--- config.mk ---
export PLATFORM = sky130hd
export DESIGN_NAME = udrc_accum
export DESIGN_NICKNAME = d
export VERILOG_FILES = /design/src/hdl/udrc_pkg.sv /design/src/hdl/udrc_accum.sv
export SDC_FILE = /design/constraint.sdc
export NUM_CORES = 1
export LEC_CHECK = 0
export BUFFER_PORTS_ARGS = -buffer_cell sky130_fd_sc_hd__buf_2
export CORE_MARGIN = 2
export CORE_UTILIZATION = 64
export CTS_BUF_LIST = sky130_fd_sc_hd__clkbuf_8
export DETAILED_ROUTE_END_ITERATION = 16
export MAX_ROUTING_LAYER = met4
export PLACE_DENSITY = 0.87
export SYNTH_ARGS = -nofsm -noshare
export SYNTH_HDL_FRONTEND = slang
export SYNTH_SLANG_ARGS = --single-unit
--- constraint.sdc ---
create_clock -name clk -period 10.1 [get_ports clk]
set_clock_uncertainty 0.15 [all_clocks]
set_input_delay 1.01 -clock clk [delete_from_list [all_inputs] [get_ports clk]]
set_output_delay 1.01 -clock clk [all_outputs]
set_load 0.05 [all_outputs]
--- src/hdl/udrc_pkg.sv ---
// Shared types and constants of the UDP receive checker.
package udrc_pkg;

  localparam int unsigned CNT_W     = 17;
  localparam int unsigned SUM_W     = 16;
  localparam int unsigned ADDR_SUM_W = 19;
  localparam int unsigned VERDICT_W = 3;
  localparam int unsigned PLEN_W    = 12;

  localparam logic [CNT_W-1:0] COUNT_MAX = 17'h1ffff;
  localparam logic [CNT_W-1:0] HDR_BYTES = 17'd8;
  localparam logic [CNT_W-1:0] SEG_MAX   = 17'd65535;
  localparam logic [CNT_W-1:0] PLEN_FIELD_MAX = 17'd4095;
  localparam logic [ADDR_SUM_W-1:0] PROTO_UDP = 19'd17;

  localparam logic [VERDICT_W-1:0] VERDICT_OK        = 3'd0;
  localparam logic [VERDICT_W-1:0] VERDICT_BAD_LEN   = 3'd1;
  localparam logic [VERDICT_W-1:0] VERDICT_TOO_LARGE = 3'd2;
  localparam logic [VERDICT_W-1:0] VERDICT_BAD_CSUM  = 3'd3;
  localparam logic [VERDICT_W-1:0] VERDICT_ZERO_PORT = 3'd4;

  // Everything the verdict stage needs about one finished segment.
  typedef struct packed {
    logic [CNT_W-1:0]      byte_count;
    logic [SUM_W-1:0]      run_sum;
    logic [7:0]            hold;
    logic [15:0]           src_port;
    logic [15:0]           dst_port;
    logic [15:0]           hdr_len;
    logic [15:0]           hdr_csum;
    logic [ADDR_SUM_W-1:0] addr_sum;
  } seg_sum_t;

endpackage

--- src/hdl/udrc_accum.sv ---
// Input register, per-word checksum accumulation and header capture.
module udrc_accum import udrc_pkg::*; (
  input  logic        clk,
  input  logic        rst_n,
  input  logic        in_valid,
  output logic        in_ready,
  input  logic [7:0]  in_data_byte,
  input  logic        in_last_byte,
  input  logic [31:0] in_src_ip,
  input  logic [31:0] in_dst_ip,
  output logic        seg_valid,
  output seg_sum_t    seg_sum,
  input  logic        seg_take
);

  logic             in_valid_r;
  logic [7:0]       in_byte_r;
  logic             in_last_r;
  logic [31:0]      in_src_r;
  logic [31:0]      in_dst_r;

  logic [CNT_W-1:0] byte_count_r, byte_count_nxt;
  logic [SUM_W-1:0] run_sum_r, run_sum_nxt;
  logic [7:0]       hold_r, hold_nxt;
  logic [15:0]      src_port_r, src_port_nxt;
  logic [15:0]      dst_port_r, dst_port_nxt;
  logic [15:0]      hdr_len_r, hdr_len_nxt;
  logic [15:0]      hdr_csum_r, hdr_csum_nxt;
  logic             seg_valid_r;
  seg_sum_t         seg_sum_r;

  logic             seg_free;
  logic             proc;
  logic [SUM_W:0]   add17;
  logic [ADDR_SUM_W-1:0] addr_sum;

  assign seg_free = !seg_valid_r || seg_take;
  assign proc     = in_valid_r && (!in_last_r || seg_free);
  assign in_ready = !in_valid_r || proc;

  // One ones-complement word add; a single end-around carry is enough here.
  assign add17 = {1'b0, run_sum_r} + {1'b0, hold_r, in_byte_r};

  assign addr_sum = ADDR_SUM_W'(in_src_r[31:16]) + ADDR_SUM_W'(in_src_r[15:0])
                  + ADDR_SUM_W'(in_dst_r[31:16]) + ADDR_SUM_W'(in_dst_r[15:0])
                  + PROTO_UDP;

  always_comb begin
    byte_count_nxt = byte_count_r;
    run_sum_nxt    = run_sum_r;
    hold_nxt       = hold_r;
    src_port_nxt   = src_port_r;
    dst_port_nxt   = dst_port_r;
    hdr_len_nxt    = hdr_len_r;
    hdr_csum_nxt   = hdr_csum_r;
    if (byte_count_r != COUNT_MAX) begin
      byte_count_nxt = byte_count_r + 1'b1;
      if (!byte_count_r[0]) begin
        hold_nxt = in_byte_r;
      end else begin
        run_sum_nxt = add17[SUM_W-1:0] + SUM_W'(add17[SUM_W]);
      end
      if (byte_count_r[CNT_W-1:3] == '0) begin
        case (byte_count_r[2:0])
          3'd0: src_port_nxt[15:8] = in_byte_r;
          3'd1: src_port_nxt[7:0]  = in_byte_r;
          3'd2: dst_port_nxt[15:8] = in_byte_r;
          3'd3: dst_port_nxt[7:0]  = in_byte_r;
          3'd4: hdr_len_nxt[15:8]  = in_byte_r;
          3'd5: hdr_len_nxt[7:0]   = in_byte_r;
          3'd6: hdr_csum_nxt[15:8] = in_byte_r;
          default: hdr_csum_nxt[7:0] = in_byte_r;
        endcase
      end
    end
  end

  always_ff @(posedge clk) begin
    if (!rst_n) begin
      in_valid_r <= 1'b0;
    end else if (in_ready) begin
      in_valid_r <= in_valid;
    end
  end

  always_ff @(posedge clk) begin
    if (in_ready && in_valid) begin
      in_byte_r <= in_data_byte;
      in_last_r <= in_last_byte;
      in_src_r  <= in_src_ip;
      in_dst_r  <= in_dst_ip;
    end
  end

  always_ff @(posedge clk) begin
    if (!rst_n) begin
      byte_count_r <= '0;
      run_sum_r    <= '0;
      hold_r       <= '0;
      src_port_r   <= '0;
      dst_port_r   <= '0;
      hdr_len_r    <= '0;
      hdr_csum_r   <= '0;
      seg_valid_r  <= 1'b0;
    end else begin
      if (proc && in_last_r) begin
        byte_count_r <= '0;
        run_sum_r    <= '0;
        hold_r       <= '0;
        src_port_r   <= '0;
        dst_port_r   <= '0;
        hdr_len_r    <= '0;
        hdr_csum_r   <= '0;
        seg_valid_r  <= 1'b1;
      end else begin
        if (proc) begin
          byte_count_r <= byte_count_nxt;
          run_sum_r    <= run_sum_nxt;
          hold_r       <= hold_nxt;
          src_port_r   <= src_port_nxt;
          dst_port_r   <= dst_port_nxt;
          hdr_len_r    <= hdr_len_nxt;
          hdr_csum_r   <= hdr_csum_nxt;
        end
        if (seg_take) begin
          seg_valid_r <= 1'b0;
        end
      end
    end
  end

  always_ff @(posedge clk) begin
    if (proc && in_last_r) begin
      seg_sum_r.byte_count <= byte_count_nxt;
      seg_sum_r.run_sum    <= run_sum_nxt;
      seg_sum_r.hold       <= hold_nxt;
      seg_sum_r.src_port   <= src_port_nxt;
      seg_sum_r.dst_port   <= dst_port_nxt;
      seg_sum_r.hdr_len    <= hdr_len_nxt;
      seg_sum_r.hdr_csum   <= hdr_csum_nxt;
      seg_sum_r.addr_sum   <= addr_sum;
    end
  end

  assign seg_valid = seg_valid_r;
  assign seg_sum   = seg_sum_r;

`ifndef SYNTHESIS
  a_clear_after_last: assert property (@(posedge clk) disable iff (!rst_n)
    proc && in_last_r |=> byte_count_r == '0)
    else $error("byte count not cleared after last word");

  a_count_step: assert property (@(posedge clk) disable iff (!rst_n)
    proc && !in_last_r && byte_count_r != COUNT_MAX
      |=> byte_count_r == $past(byte_count_r) + 1'b1)
    else $error("byte count did not advance by one");

  a_no_overwrite: assert property (@(posedge clk) disable iff (!rst_n)
    seg_valid_r && !seg_take |=> seg_valid_r && $stable(seg_sum_r))
    else $error("pending segment summary was overwritten");
`endif

endmodule

-- Word-level counts from Yosys, hierarchy flattened
Index checks and enable logic that the tools add are counted.
W data, S select, Z words.
- div/mod/pow operators: 0
- $lt $le $gt $ge: 0
- multiply operators: 0
- shift operators: 0
- equal/unequal tests: 7
- reductions and logical operators: 14
- mux-type cells: 23
- bitwise gates (word level): 1
- add/sub/neg operators: 7
- operators by type and width (kind ; count):
    $mux W16 ; 10
    $mux W8 ; 10
    $add A16 B16 Y17 ; 2
    $add A18 B16 Y19 ; 1
    $add A19 B5 Y19 const B ; 1
    $add A17 B16 Y18 ; 1
    $add A17 B1 Y17 const B ; 1
    $mux W17 ; 1
    $ne A17 B17 Y1 const B ; 1
    $add A16 B1 Y16 ; 1
    $logic_not A14 Y1 ; 1
    $eq A3 B3 Y1 const B ; 3
    $reduce_or A7 Y1 ; 1
    $eq A3 B2 Y1 const B ; 2
    $eq A3 B1 Y1 const B ; 1
    $logic_and A1 B1 Y1 ; 3
    $logic_not A1 Y1 ; 3
    $logic_not A3 Y1 ; 1
    $logic_or A1 B1 Y1 ; 3
    $mux W1 ; 2
    $reduce_bool A2 Y1 ; 1
    $reduce_or A2 Y1 ; 1
    $not A1 Y1 ; 1
- memories: 0
- bits in read-only memories: 0
- register bits after elaboration: 304
- bits in latches: 0
- input bits: 77
- bits in writable memories: 0

-- Longest topological paths before layout
Gate-level depths: netlist (run 1).
- word-level depth: 6
- gate-level depth with buffers: 20

-- Worst setup path before layout (run 1)
No wires, ideal clock.
- kind: input-to-reg
- start point: input port seg_take
- end point: register run_sum_r[5]
- path buffers: 3
- data arrival time: 5.254 ns
- slack: 4.563 ns
- setup time: 0.133 ns
- stages on the path: 8
- data required time: 9.817 ns
- path through: nor2b_1 -> nand2_1 -> and3_1 -> nand2b_1 -> clkbuf_1 -> clkbuf_1 -> clkbuf_1 -> nor3_1
- word-level cells in the longest chain between the ends: 5
- ends and longest elaborated chain (element ; line ; source):
    start: declaration ; udrc_accum.sv:13 ; input logic seg_take
    $logic_or A1 B1 Y1 (*) ; udrc_accum.sv:37 ; assign seg_free = !seg_valid_r || seg_take;
    $logic_or A1 B1 Y1 (*) ; udrc_accum.sv:38 ; assign proc = in_valid_r && (!in_last_r || seg_free);
    $logic_and A1 B1 Y1 (*) ; udrc_accum.sv:38 ;
    $logic_and A1 B1 Y1 ; udrc_accum.sv:106 ; if (proc && in_last_r) begin
    $reduce_or A2 Y1 (no line) ; - ;
    end signal: assignment ; udrc_accum.sv:118 ; run_sum_r <= run_sum_nxt;
    end: declaration ; udrc_accum.sv:23 ; logic [SUM_W-1:0] run_sum_r, run_sum_nxt;
Every way passes the cells marked *; elsewhere a longest branch is shown, timed or not.
A chain may end at the register's enable or synchronous reset.

-- Final worst setup path (run 1)
- start point: register in_src_r[1]
- end point: register seg_sum_r, in the netlist seg_sum[17], data pin
- word-level cells in the longest chain between the ends: 4
- ends and longest elaborated chain (element ; line ; source):
    start: declaration ; udrc_accum.sv:19 ; logic [31:0] in_src_r;
    start signal: assignment ; udrc_accum.sv:90 ; in_src_r <= in_src_ip;
    $add A16 B16 Y17 ; udrc_accum.sv:44 ; assign addr_sum = ADDR_SUM_W'(in_src_r[31:16]) + ADDR_SUM_W'(in_src_r[15:0])
    $add A17 B16 Y18 ; udrc_accum.sv:45 ; + ADDR_SUM_W'(in_dst_r[31:16]) + ADDR_SUM_W'(in_dst_r[15:0])
    $add A18 B16 Y19 ; udrc_accum.sv:45 ;
    $add A19 B5 Y19 ; udrc_accum.sv:46 ; + PROTO_UDP;
    via addr_sum[17] ; udrc_accum.sv:35 ; logic [ADDR_SUM_W-1:0] addr_sum;
    end: declaration ; udrc_accum.sv:30 ; seg_sum_t seg_sum_r;
The timed path passes the listed nets, and every way through them passes these cells.

==> results of run 1 <==
## stage by stage
step	hold slack [ns]	setup WS, ns	total power, mW
after floorplan	0.300	4.56	1.91
after global placement	0.309	5.44	2.02
after detailed placement	0.316	5.32	2.04
after CTS	0.324	5.32	3.04
after global routing	0.347	4.91	3.16
final	0.322	5.27	3.02
## layout by cell type, fill, tap and decap left out, types with 9 or more instances in the layout
cell      Yosys  routed
a211oi_1     11      11
nor3_1       76      76
inv_1        90     115
xor2_1       26      26
and3_1       10       9
clkbuf_8      0      59
a21oi_1      45      45
edfxtp_1    197     197
fa_1         32      32
nor2_1      185     185
nand3_1      23      23
o21ai_0      33      33
nand2_1      80      79
mux2_2       69      69
xnor2_1      33      33
buf_2         7     202
dfxtp_1     107     107
ha_1         58      58
## critical path, cell delays in order, from the launching register on
cell,delay (ns)
edfxtp_1,0.32
inv_1,0.05
fa_1,0.52
inv_1,0.05
fa_1,0.45
ha_1,0.30
ha_1,0.24
fa_1,0.41
a21o_1,0.19
a21oi_1,0.25
nor2b_1,0.10
nor3_1,0.33
o311ai_1,0.24
o41a_1,0.38
a211oi_1,0.33
a21oi_1,0.13
xnor2_1,0.14
## state kept, by name, indices dropped and copies added (netlist names)
register      count
seg_valid         1
in_dst_r         32
dst_port_r       16
in_valid_r        1
in_last_r         1
hdr_len_r        16
byte_count_r     17
hold_r            8
run_sum_r        16
src_port_r       16
seg_sum         124
hdr_csum_r       16
in_src_r         32
in_byte_r         8
## cell type report
cell class | count | area, um2
clock buffers | 59 | 812
flip-flops and latches | 304 | 8060
diodes | 1 | 2.50
multi-input cells | 788 | 5570
well taps | 280 | 350
inverters | 90 | 338
repair buffers | 207 | 1050
fillers | 1454 | 5450
clock inverters | 31 | 131
## power by group through the flow
stage               registers [mW]  clock network, mW  logic, mW
floorplan                     1.54                  0      0.374
global placement              1.47                  0      0.555
detailed placement            1.47                  0      0.576
CTS                           1.44               1.02      0.583
global route                  1.45               1.07      0.642
finish                        1.44              0.998      0.583
## metal layers
| metal | up-vias | routed length [um] | GRT usage (%) |
|---|---|---|---|
| met5 | - | 0 | - |
| met4 | 0 | 1020 | 9.66 |
| met3 | 74 | 1780 | 4.27 |
| met2 | 362 | 15200 | 44.4 |
| met1 | 4670 | 12400 | 33.2 |
| li1 | 4717 | - | - |
## logic make-up after synthesis
kind of cell / Yosys count / synth area share (%)
fa+ha+maj: 90 / 9.65
xor+xnor: 59 / 3.65
mux: 69 / 5.49
buf+inv: 145 / 3.97
flops: 304 / 56.9
compound gates: 138 / 6.08
simple gates: 432 / 14.2
## worst paths after layout
check,endpoint,from,slack [ns]
worst max-delay path,seg_sum[17],in_src_r[1],5.27
worst min-delay path,run_sum_r[0],run_sum_r[0],0.32
worst max register to register,seg_sum[17],in_src_r[1],5.27
worst min register to register,run_sum_r[0],run_sum_r[0],0.32
==> impl_metrics.json, run 1 <==
{
  "synth-edff-count": 197,
  "fin_tns_setup_ns": 0,
  "vias": 9823,
  "cts_buffer_depth": 3,
  "synthTopCellsByCount": "edfxtp_1 (197), nor2_1 (185), dfxtp_1 (107)",
  "critPathKind": "flip-flop to flip-flop",
  "cts_buffers": 48,
  "peakVddDrop_uv": 126,
  "grt_remaining_overflow": 0,
  "cts_tree": "done",
  "cts_sinks": 304,
  "h-tree-depth": 2,
  "final_util_pct": 74.9,
  "grt_pass1_wl_um": 48200,
  "power_leakage_nw": 6.90,
  "setup-violations-final": 0,
  "final_max_slew_viol_count": 0,
  "cp-end-kind": "flip-flop",
  "clkLatencyLatePin_ns": 0.56,
  "period_minus_slack_ns": 4.83,
  "outcome": "finished, final reports clean",
  "min_period_over_period_pct": 47.8,
  "clock_power_share_pct": 33.0,
  "fp.dieH_um": 153,
  "synth.largest_area_cell": "edfxtp_1",
  "dp.cells": 1669,
  "drv_cap": 0,
  "start_kind": "flip-flop",
  "cts-root-buf": "clkbuf_8",
  "cts_setup_buffers": 0,
  "std_cell_rows": 54,
  "synth_area_per_cell_um2": 11.4,
  "combPwrFrac_pct": 19.3,
  "relSlewSlack_pct": 21.4,
  "synth_area_um2": 14200,
  "worstPathArrival_ns": 4.99,
  "initial_core_util_pct": 65.1,
  "drt_iter0_markers": 718,
  "synth_top_area_share_pct": 41.8,
  "grt_setup_unrepaired": "false",
  "syn_inst": 1237,
  "area_delta_synth_final_pct": 15.2,
  "die_w_um": 153,
  "worst_pin_slew_ns": 1.18,
  "synth_cell_types": 65,
  "fin_area_um2": 16300,
  "p_int_mw": 2.16,
  "synth_seq_cells": 304,
  "hold_viol": 0,
  "switchingPower_mw": 0.860,
  "drcViolationCount": 0,
  "portBuffers": 202,
  "avgViaCountPerCell": 5.58,
  "antenna_found_initial": 1,
  "swShare_pct": 28.4,
  "ys_async_sr_fraction_pct": 0,
  "firstDrtPassIters": 5,
  "routed_wl_um": 30400,
  "cts.repair.resized": 0,
  "path_max_fanout": 3,
  "synth_most_common_cell": "edfxtp_1",
  "grt_pass1_vias": 9604,
  "clock.fmax_mhz": 207,
  "yosysWarningCount": 0,
  "drive_above_1_share_pct": 24.4,
  "yosysSeqAreaShare_pct": 56.9,
  "num-nets-final": 1606,
  "cp.required_ns": 10.26,
  "dp_hpwl_um": 20100,
  "synthFlopType": "edfxtp_1",
  "final_cells": 1760,
  "holdBufCountCts": 0,
  "synth_fp_nets": 1404,
  "hold_depth": 2,
  "place.gp.congestion": 0.908,
  "clkTransAtPathRegs_ns": 0.06,
  "powerDensity_nw_per_um2": 186,
  "reg2reg_depth": 16,
  "grt_max_degree": 106,
  "dpl-instance-area_um2": 15400,
  "core_um2": 21800,
  "wl_per_cell_um": 17.3,
  "hold_class": "flip-flop to flip-flop",
  "synthTopCellsByArea": "edfxtp_1 (42%), dfxtp_1 (15%), mux2_2 (5.5%)",
  "p_seq_share_pct": 47.7,
  "dieArea_um2": 23300,
  "ioPinCount": 203,
  "ant_nets": 0,
  "track_usage_pct": 26.6
}
No activity file was read; power rests on OpenSTA's default activity.
==> inputs of run 2 (changes only) <==
--- a/config.mk
+++ b/config.mk
@@ -5,13 +5,14 @@
 export SDC_FILE = /design/constraint.sdc
 export NUM_CORES = 1
 export LEC_CHECK = 0
+export ABC_AREA = 1
 export BUFFER_PORTS_ARGS = -buffer_cell sky130_fd_sc_hd__buf_2
 export CORE_MARGIN = 2
-export CORE_UTILIZATION = 64
+export CORE_UTILIZATION = 60
 export CTS_BUF_LIST = sky130_fd_sc_hd__clkbuf_8
 export DETAILED_ROUTE_END_ITERATION = 16
 export MAX_ROUTING_LAYER = met4
-export PLACE_DENSITY = 0.87
+export PLACE_DENSITY = 0.82
 export SYNTH_ARGS = -nofsm -noshare
 export SYNTH_HDL_FRONTEND = slang
 export SYNTH_SLANG_ARGS = --single-unit
==> constraint.sdc (replaced) <==
create_clock -name clk -period 4.7 [get_ports clk]
set_clock_uncertainty 0.15 [all_clocks]
set_input_delay 0.47 -clock clk [delete_from_list [all_inputs] [get_ports clk]]
set_output_delay 0.47 -clock clk [all_outputs]
set_load 0.05 [all_outputs]
==> run 2 against run 1 <==
Hold slack worse by 0.26 ns. Synthesized cell count increased by 27%. Global-route usage increased by 2.9 points. Die area rose by 10%. Count of clock-buffer cells in the layout fell by 7. Final cell count grew 26%. Setup slack worse by 4.9 ns. Maximum frequency is 12% higher. Largest power group unchanged. Wire length increased by 21%. Total power grew 130%.
==> impl_metrics.json, run 2 <==
{
  "outcome": "finished, final reports clean",
  "cts_buffer_depth": 3,
  "core_um2": 24200,
  "drcViolationCount": 0,
  "h-tree-depth": 2,
  "largest_reg_flops": 124,
  "place_ws_ns": 0.579,
  "die_w_um": 161,
  "drv_cap": 0,
  "path_delay_family": "adder cells",
  "hold_viol": 0,
  "cts_sinks": 304,
  "cts.repair.resized": 0,
  "grt_pass1_vias": 11440,
  "area_delta_synth_final_pct": 20.5,
  "ant_nets": 0,
  "crit_path_max_incr_delay_ns": 0.55,
  "grt_remaining_overflow": 0,
  "fin_area_um2": 17700,
  "final_util_pct": 73.2,
  "cts_buffers": 48,
  "portBuffers": 202,
  "initial_core_util_pct": 60.8,
  "min_period_over_period_pct": 91.3,
  "synthTopCellsByCount": "inv_1 (339), nand2_1 (264), edfxtp_1 (197)",
  "yosysSeqAreaShare_pct": 54.8,
  "vias": 11642,
  "cts_tree": "done",
  "synth_area_um2": 14700,
  "power_leakage_nw": 8.45,
  "grt_setup_unrepaired": "false",
  "grt_max_degree": 115,
  "synth_fp_nets": 1736,
  "num-nets-final": 2029,
  "period_minus_slack_ns": 4.29,
  "dpl-instance-area_um2": 16000,
  "worstPathArrival_ns": 4.46,
  "cp-end-kind": "flip-flop",
  "synthFlopType": "edfxtp_1",
  "drive_above_1_share_pct": 15.7,
  "firstDrtPassIters": 5,
  "place.gp.congestion": 0.942,
  "relSlewSlack_pct": 22.5,
  "synth_top_area_share_pct": 40.2,
  "critPathKind": "flip-flop to flip-flop",
  "cts-root-buf": "clkbuf_8",
  "synth-edff-count": 197,
  "drt_iter0_markers": 763,
  "worst-path-buf-inv": 2,
  "clkTransAtPathRegs_ns": 0.07,
  "start_kind": "flip-flop",
  "track_usage_pct": 29.5,
  "ys_async_sr_fraction_pct": 0,
  "dp.cells": 2062,
  "cp.required_ns": 4.87,
  "powerDensity_nw_per_um2": 387,
  "timing.final.ws_setup_ns": 0.407,
  "std_cell_rows": 57,
  "final_max_slew_viol_count": 0,
  "wl_per_cell_um": 16.5,
  "hold_class": "input port to flip-flop",
  "avgViaCountPerCell": 5.23,
  "worst_pin_slew_ns": 1.16,
  "synth_seq_cells": 304,
  "yosysWarningCount": 0,
  "peakVddDrop_uv": 309,
  "critPathSlowestCell": "fa_1",
  "antenna_found_initial": 1,
  "cts_setup_buffers": 0,
  "fin_tns_setup_ns": 0,
  "layout_common_cells": "inv_1 (349), nand2_1 (262), buf_2 (202)",
  "fp.dieH_um": 161,
  "setup-violations-final": 0,
  "syn_inst": 1569,
  "path_max_fanout": 3,
  "dp_hpwl_um": 23900,
  "total_power_mw": 6.85,
  "synthTopCellsByArea": "edfxtp_1 (40%), dfxtp_1 (15%), inv_1 (8.7%)",
  "clkLatencyLatePin_ns": 0.57,
  "grt_pass1_wl_um": 57800,
  "worst_hold_slack_ns": 0.0619,
  "routed_wl_um": 36800,
  "crit_chain": "inv_1 > fa_1 > inv_1 > fa_1 > ha_1 > ha_1 > fa_1 > nand3_1 > nand2_1 > a21oi_1 > o21bai_1 > nand2_1 > nand2_1 > a21boi_0 > o21bai_1 > xor2_1",
  "final_cells": 2226,
  "dieArea_um2": 25800,
  "synth_area_per_cell_um2": 9.37,
  "synth_cell_types": 42,
  "clock.fmax_mhz": 233,
  "synth.largest_area_cell": "edfxtp_1",
  "layout_commonest_cell": "inv_1",
  "ioPinCount": 203,
  "synth_most_common_cell": "inv_1"
}
## run 2: final timing paths
path                          from          endpoint  slack, ns  depth (start not counted)
setup / recovery       in_src_r[1]       seg_sum[13]       0.41                         16
hold / removal            in_valid        in_valid_r       0.06                          3
setup reg to reg       in_src_r[1]       seg_sum[13]       0.41                         16
hold reg to reg   byte_count_r[15]  byte_count_r[15]       0.38                          2
## run 2: repair_timing
item	4_1_cts	5_1_grt
hold buffers	74	0
endpoints found under the setup margin	0	0
hold endpoints to repair	74	0
## run 2: logic make-up after synthesis
kind of cell | count (synthesis) | synth area share (%)
AOI/OAI and AO/OA | 311 | 10.9
xor gates and xnor gates | 26 | 1.55
and+or+nand+nor | 444 | 12.7
DFF | 304 | 54.8
buffers and inverters | 386 | 10.1
muxes | 8 | 0.545
adders and majority gates | 90 | 9.30
## run 2: worst register-to-register path, stage by stage, from the launching register on
cell	delay, ns
edfxtp_1	0.32
inv_1	0.06
fa_1	0.55
inv_1	0.07
fa_1	0.47
ha_1	0.31
ha_1	0.26
fa_1	0.45
nand3_1	0.16
nand2_1	0.11
a21oi_1	0.20
o21bai_1	0.16
nand2_1	0.09
nand2_1	0.07
a21boi_0	0.33
o21bai_1	0.12
xor2_1	0.16
## run 2: area by class of cell
class,count,area (um2)
antenna,1,2.50
tap,324,405
timing repair buffer,287,1860
inverter,342,1290
fill,1681,6470
clock buffer,52,716
sequential,304,8060
multi-input combinational,879,5160
clock inverter,37,219
## run 2: per-layer routing
metal,routed length (um),track usage [%]
met1,14400,33.5
met2,18500,51.0
met3,2520,6.71
met4,1390,11.5
met5,0,-
## run 2: report_power, final
group / switching, mW / internal (mW)
logic: 1.02 / 0.508
registers: 0.0671 / 3.07
clock network: 1.05 / 1.14
total: 2.14 / 4.71
